`config.mk`:
```
export PLATFORM = sky130hd
export DESIGN_NAME = bmhq_out_reg_flat
export DESIGN_NICKNAME = d
export VERILOG_FILES = /design/src/hdl/bmhq_pkg.sv /design/src/hdl/bmhq_rsp_if.sv /design/src/hdl/bmhq_out_reg.sv /design/src/flat_wrapper.sv
export SDC_FILE = /design/constraint.sdc
export NUM_CORES = 1
export LEC_CHECK = 0
export ABC_CLOCK_PERIOD_IN_PS = 1190
export BUFFER_PORTS_ARGS = -buffer_cell sky130_fd_sc_hd__buf_2
export CAP_MARGIN = 20
export CORE_ASPECT_RATIO = 0.6
export CORE_MARGIN = 2
export CORE_UTILIZATION = 36
export CTS_CLUSTER_SIZE = 16
export DETAILED_ROUTE_END_ITERATION = 6
export HOLD_SLACK_MARGIN = 0.06
export MAX_ROUTING_LAYER = met4
export PLACE_DENSITY = 0.83
export SYNTH_ARGS = -nofsm -noshare
export SYNTH_HDL_FRONTEND = slang
export SYNTH_SLANG_ARGS = --single-unit
```
`constraint.sdc`:
```
create_clock -name clk -period 1.19 [get_ports clk]
set_clock_uncertainty 0.05 [all_clocks]
set_input_delay 0.0595 -clock clk [delete_from_list [all_inputs] [get_ports clk]]
set_output_delay 0.0595 -clock clk [all_outputs]
set_load 0.05 [all_outputs]
```
`src/hdl/bmhq_pkg.sv`:
```
`timescale 1ns / 1ps
`default_nettype none
// ----------------------------------------------------------------------------
// bmhq_pkg
// Shared codes for the binary min-heap queue: request actions and result status.
// ----------------------------------------------------------------------------
package bmhq_pkg;

  localparam logic ACT_REMOVE = 1'b0;
  localparam logic ACT_INSERT = 1'b1;

  typedef enum logic [1:0] {
    ST_OK    = 2'd0,
    ST_EMPTY = 2'd1,
    ST_FULL  = 2'd2
  } status_t;

endpackage : bmhq_pkg
`default_nettype wire

```
`src/hdl/bmhq_rsp_if.sv`:
```
`timescale 1ns / 1ps
`default_nettype none
// ----------------------------------------------------------------------------
// bmhq_rsp_if
// Result channel of the heap queue: removed key, status and fill count.
// ----------------------------------------------------------------------------
interface bmhq_rsp_if #(
  parameter int KEY_WIDTH = 32,
  parameter int CNT_W     = 9
);
  import bmhq_pkg::*;

  logic                        valid;
  logic                        ready;
  logic signed [KEY_WIDTH-1:0] key_out;
  status_t                     status;
  logic [CNT_W-1:0]            count_after;

  modport source (output valid, output key_out, output status, output count_after,
                  input ready);
  modport sink   (input valid, input key_out, input status, input count_after,
                  output ready);
endinterface : bmhq_rsp_if
`default_nettype wire

```
`src/hdl/bmhq_out_reg.sv`:
```
`timescale 1ns / 1ps
`default_nettype none
// ----------------------------------------------------------------------------
// bmhq_out_reg
// Result holding register: keeps one finished result until the sink takes it.
// ----------------------------------------------------------------------------
module bmhq_out_reg
  import bmhq_pkg::*;
#(
  parameter int KEY_WIDTH = 32,
  parameter int CNT_W     = 9
) (
  input  wire logic                        clk,
  input  wire logic                        rst,
  input  wire logic                        push,
  output      logic                        space,
  input  wire logic signed [KEY_WIDTH-1:0] key,
  input  wire status_t                     status,
  input  wire logic [CNT_W-1:0]            count,
  bmhq_rsp_if.source                       rsp
);

  logic                        full;
  logic signed [KEY_WIDTH-1:0] key_q;
  status_t                     status_q;
  logic [CNT_W-1:0]            count_q;

  assign space = !full || rsp.ready;

  always_ff @(posedge clk) begin
    if (rst) begin
      full <= 1'b0;
    end else if (space) begin
      full <= push;
    end
    if (push && space) begin
      key_q    <= key;
      status_q <= status;
      count_q  <= count;
    end
  end

  assign rsp.valid       = full;
  assign rsp.key_out     = key_q;
  assign rsp.status      = status_q;
  assign rsp.count_after = count_q;

endmodule : bmhq_out_reg
`default_nettype wire

```
`src/flat_wrapper.sv`:
```
// flat-port wrapper written by rule: the top's interface ports become plain ports
module bmhq_out_reg_flat import bmhq_pkg::*;
#(
  parameter int KEY_WIDTH = 32,
  parameter int CNT_W     = 9
)
  (clk, rst, push, space, key, status, count, rsp_valid, rsp_key_out, rsp_status, rsp_count_after, rsp_ready);
  bmhq_rsp_if #(.KEY_WIDTH(KEY_WIDTH), .CNT_W(CNT_W)) rsp_i ();
  input  wire logic clk;
  input  wire logic rst;
  input  wire logic push;
  output      logic space;
  input  wire logic signed [KEY_WIDTH-1:0] key;
  input  wire status_t status;
  input  wire logic [CNT_W-1:0] count;
  output wire logic [$bits(rsp_i.valid)-1:0] rsp_valid;
  output wire logic [$bits(rsp_i.key_out)-1:0] rsp_key_out;
  output wire logic [$bits(rsp_i.status)-1:0] rsp_status;
  output wire logic [$bits(rsp_i.count_after)-1:0] rsp_count_after;
  input wire logic [$bits(rsp_i.ready)-1:0] rsp_ready;
  assign rsp_valid = rsp_i.valid;
  assign rsp_key_out = rsp_i.key_out;
  assign rsp_status = rsp_i.status;
  assign rsp_count_after = rsp_i.count_after;
  assign rsp_i.ready = rsp_ready;
  bmhq_out_reg #(.KEY_WIDTH(KEY_WIDTH), .CNT_W(CNT_W)) u_core (.clk(clk), .rst(rst), .push(push), .space(space), .key(key), .status(status), .count(count), .rsp(rsp_i));
endmodule
```
==> flow_summary_export.csv <==
group,metric,value,unit
pwr,power_leakage,1.046,nW
timing,finalCriticalPeriod,1.129,ns
finish,final_common_cell,"buf_2",
timing,post-route-period-util,94.88,%
setup_path,crit_type,"flop to flop",
logic_synthesis,yosysSeqAreaShare,97.40,%
floorplanning,io_pins,92,
logic_synthesis,syn_nets,95,
global_route,grt_remaining_overflow,0,
logic_synthesis,synth_top_family_by_area,"simple AND/OR/NAND/NOR gates",
setup_path,cp.arrival,1.08,ns
pwr,ir_worst_vdd,1.013,mV
logic_synthesis,synth_compound_area_share,0.6506,%
timing,setup_tns,0,ns
logic_synthesis,synth_xor_area_share,0,%
global_route,antenna_found_initial,0,
logic_synthesis,netlist_area,1346,um^2
clock_network,clock-root-buffer,"clkbuf_8",
timing,worst_slack,0.06096,ns
clock_network,cts.sinks,44,
outcome,violations,"negative hold slack",
placed_design,portBuffers,91,
logic_synthesis,synth_cells,48,
global_route,grt_usage,17.87,%
route,drtPass1Iterations,4,
finish,final-instance-count-excl-fill,241,
logic_synthesis,synth_top_area_cell,"edfxtp_1",
logic_synthesis,synth_fa_ha_area_share,0,%
setup_path,cp-end-kind,"flop",
global_route,grt_pass1_wl,5347,um
timing,final_max_slew_viol_count,0,
timing,max_slew_margin,82.15,%
finish,drive_above_1_share,53.61,%
route,drt_iter0_drc,56,
pwr,p_per_area,1390,nW/um^2
route,wirelength,3481,um
global_route,grt_pass1_vias,1117,
floorplanning,design.die.area,4261,um^2
placed_design,place_inst,188,
logic_synthesis,synth_top_cell_area_share,95.91,%
placed_design,place.gp.congestion,0.6813,
clock_network,cts_resized,0,
timing,timing.hold.ws,-0.007194,ns
clock_network,clockBufferDepth,2,
route,via_count,1017,
clock_network,tritoncts.num_buffers,5,
clock_network,path_clk_slew,0.08,ns
floorplanning,die-height,51.37,um
clock_network,cts_tree,"done",
clock_network,cts_max_level,2,
setup_path,critPathMaxFanout,23,
floorplanning,die_x,82.95,um
clock_network,post_cts_buffers,0,
logic_synthesis,synth_warnings,0,
hold_path,min_path_type,"primary input to flop",
route,via_per_inst,4.220,
logic_synthesis,synth-simple-area-share,1.673,%
finish,area_growth,81.41,%
finish,layout_common_cells,"buf_2, dlygate4sd3_1, edfxtp_1",
global_route,grt_max_degree,24,
floorplanning,core,3616,um^2
finish,nets,240,
logic_synthesis,muxShareOfSynthArea,0,%
logic_synthesis,synth-seq-cells,44,
flow_run,max-cap-violations,0,
timing,setup_viol,0,
timing,rsz0062_at_grt,"no",
finish,fin_util,67.54,%
logic_synthesis,synth_area_per_cell,28.05,um^2
route,ant_nets,0,
placed_design,dpl_worst_slack,0.08524,ns
route,drc_errors,0,
clock_network,hold_buffers,45,
floorplanning,start_util,37.23,%
timing,fmax,0.8857,GHz
timing,worstMarginPinSlew,0.2696,ns
logic_synthesis,ys_types,6,
timing,hold_viol,1,
finish,antennaDiodeCount,0,
logic_synthesis,synth.top_cells.by_area,"edfxtp_1, dfxtp_1, nand2b_4",
pwr,power,3.395,mW
clock_network,clk_latency,0.29,ns
setup_path,required,1.14,ns
route,wl_per_cell,14.44,um
floorplanning,rows,17,
setup_path,start_kind,"flop",
outcome,status,"finished with violations",
## where the power goes
| group | leakage (nW) | total, mW | internal (mW) | switching, mW |
|---|---|---|---|---|
| Clock | 0.0378 | 0.904 | 0.405 | 0.499 |
| Combinational | 0.583 | 0.659 | 0.230 | 0.429 |
| Sequential | 0.425 | 1.83 | 1.81 | 0.0257 |
## layer usage
layer  track usage, %  wire length, um
met5                -                0
met4            6.557               45
met3            7.108              289
met2            29.30             1737
met1            20.32             1409
## area by class of cell
type                    count  area, um^2
clock buffers               5       68.82
clock inverters             3       18.77
fillers                   249        1174
inverters                   1       3.754
multi-input cells           3       31.28
flip-flops and latches     44        1315
well taps                  47       58.81
repair buffers            138       945.9
## Yosys cell counts
cell and n:
nand2b_4 1, and2_4 1, a21oi_2 1, inv_1 1, dfxtp_1 1, edfxtp_1 43
## stage by stage
step	hold slack [ns]	instance area (um^2)
finish	-0.007194	2442
floorplan	0.06277	1350
global placement	0.1613	1904
global route	-0.009347	2442
CTS	-0.02255	2442
detailed placement	0.1630	1904
## kinds of logic (layout without fill, tap and decap cells)
logic type | count (synthesis) | count (layout)
flip-flops | 44 | 44
buffers and inverters | 1 | 147
AND/OR/NAND/NOR | 2 | 2
AO/OA/AOI/OAI | 1 | 1
## final timing paths
check / start / to / slack, ns / cells after the start
min reg2reg: u_core.rsp.valid / u_core.rsp.valid / 0.46 / 2
max: u_core.rsp.valid / u_core.rsp.key_out[31] / 0.06 / 3
max reg2reg: u_core.rsp.valid / u_core.rsp.key_out[31] / 0.06 / 3
min: rsp_ready / u_core.rsp.valid / -0.007 / 3
## registers in the layout, summed over array words and instances (netlist names)
| signal | count |
|---|---|
| u_core.rsp.status | 2 |
| u_core.rsp.valid | 1 |
| u_core.rsp.count_after | 9 |
| u_core.rsp.key_out | 32 |
## critical path: stages, from the launching register on
cell      delay (ns)
dfxtp_4         0.36
nand2b_4        0.07
and2_4          0.17
buf_12          0.18
No activity file was read; power rests on OpenSTA's default activity.
